===== config.mk =====
export PLATFORM = sky130hd
export DESIGN_NAME = bdsc_div
export DESIGN_NICKNAME = d
export VERILOG_FILES = /design/src/hw/rtl/bdsc_div.sv
export SDC_FILE = /design/constraint.sdc
export NUM_CORES = 1
export LEC_CHECK = 0
export ABC_CLOCK_PERIOD_IN_PS = 9450
export BUFFER_PORTS_ARGS = -buffer_cell sky130_fd_sc_hd__clkbuf_2
export CAP_MARGIN = 20
export CORE_MARGIN = 2
export CORE_UTILIZATION = 50
export CTS_BUF_LIST = sky130_fd_sc_hd__clkbuf_8
export DETAILED_ROUTE_END_ITERATION = 12
export GPL_ROUTABILITY_DRIVEN = 0
export PLACE_DENSITY = 0.72
export SYNTH_ARGS = -nofsm -noshare
export SYNTH_HDL_FRONTEND = slang
export SYNTH_SLANG_ARGS = --single-unit

===== constraint.sdc =====
create_clock -name clk -period 9.45 [get_ports clk]
set_clock_uncertainty 0.2 [all_clocks]
set_input_delay 0.4725 -clock clk [delete_from_list [all_inputs] [get_ports clk]]
set_output_delay 0.4725 -clock clk [all_outputs]
set_load 0.05 [all_outputs]

===== src/hw/rtl/bdsc_div.sv =====
// ----------------------------------------------------------------------------
// bdsc_div
// restoring divider, one quotient bit per cycle, msb first
// ----------------------------------------------------------------------------
module bdsc_div #(
  parameter int DEN_W = 11,
  parameter int QUO_W = 11
) (
  input  logic                     clk,
  input  logic                     rst_n,
  input  logic                     start,
  input  logic [DEN_W+QUO_W-1:0]   num,
  input  logic [DEN_W-1:0]         den,
  output logic [QUO_W-1:0]         quot,
  output logic [DEN_W-1:0]         rem,
  output logic                     busy
);
  localparam int XW  = DEN_W + QUO_W;
  localparam int CNW = $clog2(QUO_W + 1);

  logic [XW-1:0]    rem_r;
  logic [XW-1:0]    den_sh_r;
  logic [QUO_W-1:0] quot_r;
  logic [CNW-1:0]   cnt_r;
  logic             busy_r;
  logic             fits;

  assign fits = (rem_r >= den_sh_r);

  always_ff @(posedge clk) begin
    if (!rst_n) begin
      busy_r <= 1'b0;
      cnt_r  <= '0;
    end else if (start) begin
      busy_r <= 1'b1;
      cnt_r  <= CNW'(QUO_W);
    end else if (busy_r) begin
      cnt_r <= cnt_r - CNW'(1);
      if (cnt_r == CNW'(1)) begin
        busy_r <= 1'b0;
      end
    end
  end

  // datapath
  always_ff @(posedge clk) begin
    if (start) begin
      rem_r    <= num;
      den_sh_r <= XW'(den) << (QUO_W - 1);
      quot_r   <= '0;
    end else if (busy_r) begin
      if (fits) begin
        rem_r <= rem_r - den_sh_r;
      end
      quot_r   <= {quot_r[QUO_W-2:0], fits};
      den_sh_r <= den_sh_r >> 1;
    end
  end

  assign quot = quot_r;
  assign rem  = rem_r[DEN_W-1:0];
  assign busy = busy_r;

endmodule


Yosys cells after proc, flatten, opt, wreduce, memory -nomap -nowiden:

Cells that the tools add are included.

* flip-flop bits (word level): 59
* logic and storage cells: 26

* bitwise logic cells: 1
* add/subtract/negate cells: 2
* reductions and logical operators: 4
* mux-type cells: 10
* equal/unequal tests: 1
* $lt $le $gt $ge: 1

Operators with widths (number)
* 2-to-1 mux 22 bit: 3
* 2-to-1 mux 21 bit: 2
* >= comparator 22 x 21 -> 1 bit: 1
* subtractor 22 x 21 -> 22 bit: 1
* 2-to-1 mux 4 bit: 2
* equality test 4 x 1 -> 1 bit (second input constant): 1
* nonzero test 2 bit: 2
* subtractor 4 x 1 -> 4 bit (second input constant): 1
* 2-to-1 mux 1 bit: 3
* AND reduction 2 bit: 1
* OR reduction 2 bit: 1
* NOT 1 bit: 1

Longest topological paths before layout:

Gate-level depths: netlist of the first run.

* depth in word-level cells: 4
* gate-level depth with buffers: 9

Least setup slack after synthesis of the first run:

Ideal clock, no wire load.

* kind: flip-flop to flip-flop
* start: register rem_r[0]
* end: register rem_r[0] (enable)
* path buffers: 0
* slack: 5.966 ns
* arrival: 2.873 ns
* data required time: 8.839 ns
* stages on the path, launching flop included: 10
* cell sequence: edfxtp_1 > inv_1 > ha_1 > fa_1 > nor2b_4 > o31a_1 > o21a_1 > o211a_4 > o21ai_0 > a22oi_1

* cells in the longest elaborated chain, start to end: 3

RTL lines
* from (decl): RTL line 21 `logic [XW-1:0] rem_r;`
* from (signal assigned): RTL line 48 `rem_r <= num;`
* from (signal assigned): RTL line 53 `rem_r <= rem_r - den_sh_r;`
* >= comparator 22 x 21 -> 1 bit: RTL line 28 `assign fits = (rem_r >= den_sh_r);`
* nonzero test 2 bit (no line)
* AND reduction 2 bit (no line)

No other way between the ends.
A chain may end at the register's enable or synchronous reset.

Final worst setup path of the first run:

* start: register rem_r[0]
* end: register rem_r[5] (enable)

The elaborated chain is that of the path after synthesis.

==> results of run 1 <==
final cells by class:
class / count / area, um^2
fill: 685 / 3030
multi-input combinational: 295 / 2030
sequential: 59 / 1510
timing repair buffer: 60 / 305
clock buffer: 9 / 124
tap: 99 / 124
inverter: 29 / 109
clock inverter: 7 / 97.6
power by group through the flow:
stage	Clock, mW	Sequential, mW	Combinational (mW)
floorplan	0	0.355	0.393
global placement	0	0.359	0.468
detailed placement	0	0.361	0.478
CTS	0.270	0.356	0.480
global route	0.280	0.360	0.534
finish	0.268	0.355	0.483
cells in the mapped netlist, types with 5 or more instances:
cell,instances,share of area [%]
o21a_1,5,0.98
buf_4,11,2.2
nand2_1,44,4.3
ha_1,23,7.5
nand4_1,7,1.1
clkbuf_1,9,0.89
mux2i_1,21,5.5
a21oi_1,18,2.4
dfxtp_1,26,14
nor3_1,8,1.0
xnor2_1,7,1.6
a21o_1,9,1.8
o21ai_0,27,3.5
inv_1,29,2.9
nor2b_1,8,1.3
and2_1,5,0.82
nand3_1,6,0.79
edfxtp_1,33,26
nor2_1,35,3.4
flip-flops by register name, summed over array words and instances, names as in the netlist:
signal and cells:
cnt_r 4, quot 11, rem_r 22, busy 1, den_sh_r 21
routing by layer:
layer,up-vias,part of all wire (%),track usage (%)
li1,1546,-,-
met2,77,47,34.3
met5,-,0,0
met4,0,2.5,8.46
met3,18,4.4,3.90
met1,1496,46,29.2
worst paths after layout:
kind	end	slack [ns]	cells past startpoint
max	rem_r[5]	6.20	10
min	busy	0.20	2
min reg2reg	quot[10]	0.30	2
max reg2reg	rem_r[5]	6.20	10
stage by stage:
stage,instance area (um^2),instances,hold slack (ns),power (mW)
2_1_floorplan,3810,412,0.265,0.748
5_1_grt,4300,558,0.199,1.17
4_1_cts,4300,558,0.200,1.11
3_5_place_dp,4080,542,0.289,0.839
6_report,4300,558,0.197,1.11
3_3_place_gp,4080,542,0.278,0.827
cell families after synthesis:
family,count (synthesis),share of synthesized area [%]
xor+xnor,10,2.30
simple gates,136,17.5
fa+ha+maj,24,8.07
mux,22,5.81
flops,59,39.6
compound gates,103,19.4
buf+inv,58,7.28
worst max-delay path, stage by stage, from the launching register on:
cell and delay, ns:
edfxtp_1 0.35, inv_1 0.05, ha_1 0.21, fa_1 0.45, nor2b_4 0.14, o31a_1 0.19, o21a_1 0.19, o211a_4 0.20
o21ai_0 0.11, a22oi_2 0.49, buf_4 0.36
==> flow_summary.ini, run 1 <==
[status]
outcome = finished clean

[detailed_routing]
route.detailed.drc = 0
ant_nets = 0
avgViaCountPerCell = 5.62
vias = 3137
first_pass_iters = 4
routed_wl_um = 8630
initialDrtViolationCount = 122
wl_per_cell_um = 15.5

[worst_hold_path]
hp-class = in -> reg
hold_path_startpoint = rst_n

[clock_network]
clockBufferDepth = 2
cts.sinks = 59
ctsHoldBuffers = 0
clock-root-buffer = clkbuf_8
cts_buffers = 9
cts_setup_buffers = 0
clock_latency_ns = 0.35
cts_resized = 0
cts-htree-levels = 3
cts_tree = built
clk_pin_slew_ns = 0.08

[logic_synthesis]
syn_nets = 472
syn_inst = 412
synth.cell_area_um2 = 3810
avgSynthCellArea_um2 = 9.26
ys_seq_elements = 59
async_reset_ff_share_pct = 0
yosysSeqAreaShare_pct = 39.6
synth-edff-count = 33
synth_top_flop_cell = edfxtp_1
yosysWarnings = 0
synth_cell_types = 66

[global_routing]
grt_usage_pct = 21.6
grt-ovfl-total = 0
antenna_found_initial = 0
grt_start_max_net_pins = 89
grt_pass1_wl_um = 14300
grt_pass1_vias = 3002

[sta]
setup_tns_ns = 0
max_freq_ghz = 0.307
slew_viol_final = 0
rsz0062_at_grt = no
finalCritPeriodShare_pct = 34.4
tightest_slew_ns = 0.961
slew_headroom_pct = 36.0
final-hold-violation-count = 0
final-setup-viol-count = 0
min_period_ns = 3.25
setup_ws_ns = 6.20

[pwr]
seqPwrFrac_pct = 32.1
p_per_area_nw_per_um2 = 257
combPwrFrac_pct = 43.7
clkPwrFrac_pct = 24.2
power.switching_uw = 449
intPower_uw = 657
switching_share_pct = 40.6
vdd_drop_max_uv = 105
p_leak_nw = 1.84

[place]
dp_worst_setup_slack_ns = 6.21
hpwlAfterDp_um = 6250
portBuffers = 58

[worst_setup_path]
critPathArrivalTime_ns = 3.09
cp_max_fo = 14
setup.worst_path.end_class = flip-flop
start_kind = flip-flop
critical_path_class = reg -> reg
cp.required_ns = 9.28
critPathLaunch = rem_r[0]
r2r_start = rem_r[0]

[final_layout]
drive_gt1_share_pct = 20.0
layout_commonest_cell = clkbuf_2
layout_common_cells = clkbuf_2 (58), nand2_1 (44), nor2_1 (35)
syn_to_final_growth_pct = 12.8
antenna_cells = 0
final_core_util_pct = 58.7
nets = 514

[floorplan]
die_width_um = 91.4
core_um2 = 7330
fp.dieArea_um2 = 8340
die_h_um = 91.4
initial_core_util_pct = 52.0
rows = 31
io_pins = 59

[run]
maxCapViolCount = 0
No activity file was read; power rests on OpenSTA's default activity.
==> inputs of run 2 (changes only) <==
ABC_AREA = 1   (was unset)
ABC_CLOCK_PERIOD_IN_PS = 3320   (was 9450)
PLACE_DENSITY = 0.71   (was 0.72)
clock period = 3.32 ns   (was 9.45 ns; I/O delays follow)
==> flow_summary.ini, run 2 <==
[status]
outcome = finished clean

[sta]
rsz0062_at_grt = no
slew_headroom_pct = 60.0
slew_viol_final = 0
worst_hold_slack_ns = 0.118
setup_tns_ns = 0
final-hold-violation-count = 0
max_freq_ghz = 0.387
min_period_ns = 2.59
finalCritPeriodShare_pct = 77.9
tightest_slew_ns = 0.599
final-setup-viol-count = 0

[worst_setup_path]
crit_chain = inv_1 -> ha_1 -> fa_1 -> inv_1 -> nand3_1 -> nand3_2 -> nand2_1 -> nand2_1 -> nand2_1 -> nand2_1 -> nand2_1 -> nand2_1 -> nand2_1 -> nand2_1 -> buf_4
start_kind = flip-flop
cp_slowest_cell = fa_1
cp_max_fo = 12
cp_slowest_stage_delay_ns = 0.36
critical_path_class = reg -> reg
setup.worst_path.end_class = flip-flop
critPathArrivalTime_ns = 2.43
r2r_slack_ns = 0.73
cpMostUsedCell = nand2_1
cp.required_ns = 3.17

[pwr]
vdd_drop_max_uv = 302
seqPwrFrac_pct = 33.7
p_leak_nw = 2.39
combPwrFrac_pct = 38.3
p_per_area_nw_per_um2 = 562
switching_share_pct = 38.6
p_total_mw = 2.70
power.switching_mw = 1.04
intPower_mw = 1.66
clkPwrFrac_pct = 28.0

[logic_synthesis]
netlist_top_cells_count = nand2_1 (194), inv_1 (95), nor2_1 (35), edfxtp_1 (33), nand3_1 (32)
async_reset_ff_share_pct = 0
synth.area.top_cells = edfxtp_1 (25%), nand2_1 (19%), dfxtp_1 (13%), inv_1 (9.1%), ha_1 (7.4%)
synth-edff-count = 33
synth_most_common_cell = nand2_1
ys_seq_elements = 59
synth_cell_types = 35
avgSynthCellArea_um2 = 7.06
yosys.area.top_type_share_pct = 25.3
syn_nets = 614
synth.cell_area_um2 = 3910
syn_inst = 554
synth_top_flop_cell = edfxtp_1
synth_top_area_cell = edfxtp_1
yosysWarnings = 0
yosysSeqAreaShare_pct = 38.6

[final_layout]
final_area_um2 = 4800
drive_gt1_share_pct = 15.0
largest_reg_flops = 22
layout_commonest_cell = nand2_1
syn_to_final_growth_pct = 22.6
nets = 702
regMostFlops = rem_r
layout_common_cells = nand2_1 (194), inv_1 (95), clkbuf_2 (58)
antenna_cells = 0

[place]
hpwlAfterDp_um = 6920
placed_area_um2 = 4230
portBuffers = 58

[clock_network]
clock_latency_ns = 0.36
cts_tree = built
cts_resized = 0
clk_pin_slew_ns = 0.07
clockBufferDepth = 2
cts_setup_buffers = 0
cts_buffers = 9
cts-htree-levels = 3
clock-root-buffer = clkbuf_8
cts.sinks = 59

[detailed_routing]
initialDrtViolationCount = 199
route.detailed.drc = 0
ant_nets = 0
avgViaCountPerCell = 4.90
routed_wl_um = 9260
vias = 3673
wl_per_cell_um = 12.4
first_pass_iters = 4

[floorplan]
core_um2 = 7650
initial_core_util_pct = 51.2
fp.dieArea_um2 = 8550
die_width_um = 92.5
io_pins = 59
rows = 32
die_h_um = 92.5

[worst_hold_path]
hp-class = in -> reg

[global_routing]
grt_usage_pct = 23.1
grt_pass1_wl_um = 15800
grt_pass1_vias = 3587
antenna_found_initial = 0
grt_start_max_net_pins = 22
grt-ovfl-total = 0

[run]
maxCapViolCount = 0
[run 2: changes by cell type after synthesis, sizes merged, moves of 6 or more]
| cell | before | now |
|---|---|---|
| a21o | 9 | 0 |
| and3 | 6 | 0 |
| clkbuf | 9 | 1 |
| inv | 29 | 96 |
| mux2i | 21 | 0 |
| nand2 | 44 | 197 |
| nand3 | 6 | 34 |
| nand3b | 0 | 6 |
| nor2b | 9 | 1 |
| o21ai | 30 | 22 |
| o22ai | 3 | 17 |
| or2 | 1 | 7 |
[run 2: layout make-up]
cell class	instances	area, um^2
fillers	705	2850
multi-input cells	376	1890
flip-flops and latches	59	1510
repair buffers	98	676
inverters	98	368
well taps	102	128
clock buffers	9	124
clock inverters	7	100
[run 2: timing repair]
action / in CTS / in global routing
endpoints found under the hold margin: 38 / 0
endpoints found under the setup margin: 0 / 0
hold buffers: 34 / 0
[run 2: through the flow]
step,utilization (%),setup slack [ns],std cells
2_1_floorplan,-,0.626,554
3_3_place_gp,55.4,0.834,699
3_5_place_dp,55.4,0.734,699
4_1_cts,62.7,0.726,749
5_1_grt,62.7,0.532,749
6_report,62.7,0.733,749
[run 2: kinds of logic (layout without fill, tap and decap cells)]
logic type                 after synthesis  count (layout)  synth area share (%)
and+or+nand+nor                        291             291                  31.2
buffers and inverters                  119             212                  13.0
AOI/OAI and AO/OA                       59              59                  8.79
DFF                                     59              59                  38.6
adders and majority gates               24              24                  7.86
xor gates and xnor gates                 2               2                 0.448
[run 2: routing by layer]
| metal | vias to the layer above | global-route usage [%] | part of all wire, % |
|---|---|---|---|
| li1 | 1929 | - | - |
| met1 | 1641 | 30.2 | 47 |
| met2 | 91 | 38.6 | 46 |
| met3 | 12 | 3.09 | 4.4 |
| met4 | 0 | 9.83 | 1.8 |
| met5 | - | 0 | 0 |
[run 2: path summary, 6_finish.rpt]
| kind | startpoint | end | depth (start not counted) |
|---|---|---|---|
| max | rem_r[0] | rem_r[14] | 15 |
| min | start | cnt_r[2] | 2 |
| max reg2reg | rem_r[0] | rem_r[14] | 15 |
| min reg2reg | den_sh_r[0] | den_sh_r[0] | 2 |
[run 2: power by group through the flow]
stage | logic (mW) | registers [mW] | clock network [mW]
floorplan | 0.792 | 0.926 | 0
global placement | 0.974 | 0.919 | 0
detailed placement | 0.990 | 0.924 | 0
CTS | 1.03 | 0.908 | 0.762
global route | 1.18 | 0.915 | 0.789
finish | 1.03 | 0.907 | 0.755
[run 2: worst max-delay path, delay by kind of cell (launching register included)]
family | cells | cell delay [ns]
adder cells (fa/ha/maj) | 2 | 0.58
AND/OR/NAND/NOR | 10 | 0.76
flip-flops | 1 | 0.35
buffers and inverters | 3 | 0.39
==> inputs of run 3 (changes only) <==
ABC_AREA = 0   (was 1)
ABC_CLOCK_PERIOD_IN_PS = 2450   (was 3320)
PLACE_DENSITY = 0.72   (was 0.71)
clock period = 2.45 ns   (was 3.32 ns; I/O delays follow)
==> flow_summary.ini, run 3 (synthesis gave the netlist of run 1 again) <==
[status]
outcome = complete, but fails checks
violations = negative setup slack

[final_layout]
multi_input_area_um2 = 2290
nets = 602
final_core_util_pct = 72.6
final_area_um2 = 5320
layout_commonest_cell = clkbuf_2
regMostFlops = rem_r
drive_gt1_share_pct = 33.1
syn_to_final_growth_pct = 39.4
stdcell_count = 646
n_fill_cell = 533
layout_common_cells = clkbuf_2 (58), buf_4 (54), nand2_1 (44)
regArea_um2 = 1520
antenna_cells = 0
largest_reg_flops = 22

[sta]
final-hold-violation-count = 0
setup_ws_ns = -0.184
finalCritPeriodShare_pct = 108
final-setup-viol-count = 27
rsz0062_at_grt = yes
slew_headroom_pct = 59.2
max_freq_ghz = 0.380
tightest_slew_ns = 0.611
setup_tns_ns = -3.57
worst_hold_slack_ns = 0.0175
min_period_ns = 2.63
slew_viol_final = 0

[worst_setup_path]
critPathArrivalTime_ns = 2.51
setup.worst_path.end_class = flip-flop
start_kind = flip-flop
cp.required_ns = 2.32
cp_max_fo = 4
critical_path_class = reg -> reg

[floorplan]
die_width_um = 91.4
initial_core_util_pct = 52.0
core_um2 = 7330
die_h_um = 91.4
fp.dieArea_um2 = 8340
io_pins = 59
rows = 31

[detailed_routing]
ant_nets = 0
vias = 3551
initialDrtViolationCount = 170
routed_wl_um = 9850
avgViaCountPerCell = 5.50
wl_met2_um = 4860
wl_met3_um = 555
top_layer_used = met4
first_pass_iters = 5
met1_length_um = 4260
route.detailed.drc = 0
wl_per_cell_um = 15.2

[global_routing]
grt_pass1_vias = 3356
grt-ovfl-total = 0
grt_usage_pct = 23.1
grt_start_max_net_pins = 24
grt_pass1_wl_um = 15500
antenna_found_initial = 0

[worst_hold_path]
hp-class = in -> reg

[clock_network]
clk_pin_slew_ns = 0.07
cts-htree-levels = 3
cts.sinks = 59
cts_tree = built
clock-root-buffer = clkbuf_8
cts_buffers = 9
clock_latency_ns = 0.34
clockBufferDepth = 2

[pwr]
p_total_mw = 4.97
p_leak_nw = 2.28
vdd_drop_max_uv = 438
p_per_area_nw_per_um2 = 935

[place]
dp_cells = 584
hpwlAfterDp_um = 6560
dp_worst_setup_slack_ns = -0.105
portBuffers = 58
placed_area_um2 = 4400

[run]
maxCapViolCount = 0
## run 3: worst max-delay path, cell delays in order, from the launching register on
cell,delay (ns)
edfxtp_1,0.38
inv_1,0.07
ha_2,0.18
fa_2,0.24
nor2b_4,0.05
o31a_1,0.30
buf_4,0.16
o21ba_4,0.20
o31ai_4,0.20
mux2i_1,0.26
o311ai_1,0.13
## run 3: path summary, 6_finish.rpt
kind	start	end	slack, ns	cells after the start
worst max-delay path	rem_r[0]	rem_r[8]	-0.18	10
worst min-delay path	num[20]	rem_r[20]	0.02	3
worst max register to register	rem_r[0]	rem_r[8]	-0.18	10
worst min register to register	den_sh_r[2]	den_sh_r[2]	0.30	2
## run 3: per-layer routing
metal,track usage (%),vias up
met2,39.0,128
met4,8.46,0
li1,-,1735
met5,0,-
met1,29.4,1669
met3,4.48,19
## run 3: area by class of cell
cell class | count | area share, %
sequential | 59 | 28.5
clock inverter | 6 | 1.53
inverter | 29 | 2.05
clock buffer | 10 | 2.59
tap | 99 | 2.33
timing repair buffer | 148 | 19.9
multi-input combinational | 295 | 43.1
## run 3: power by group
part	switching, mW	internal, mW
Combinational	1.42	1.17
Clock	0.406	0.593
Sequential	0.112	1.27
## run 3: what timing repair did
action | in CTS | in global routing
hold buffers | 33 | 0
endpoints found under the setup margin | 31 | 37
resized for setup | 9 | 43
endpoints found under the hold margin | 37 | 0
setup buffers | 3 | 11
pin swaps | 10 | 21
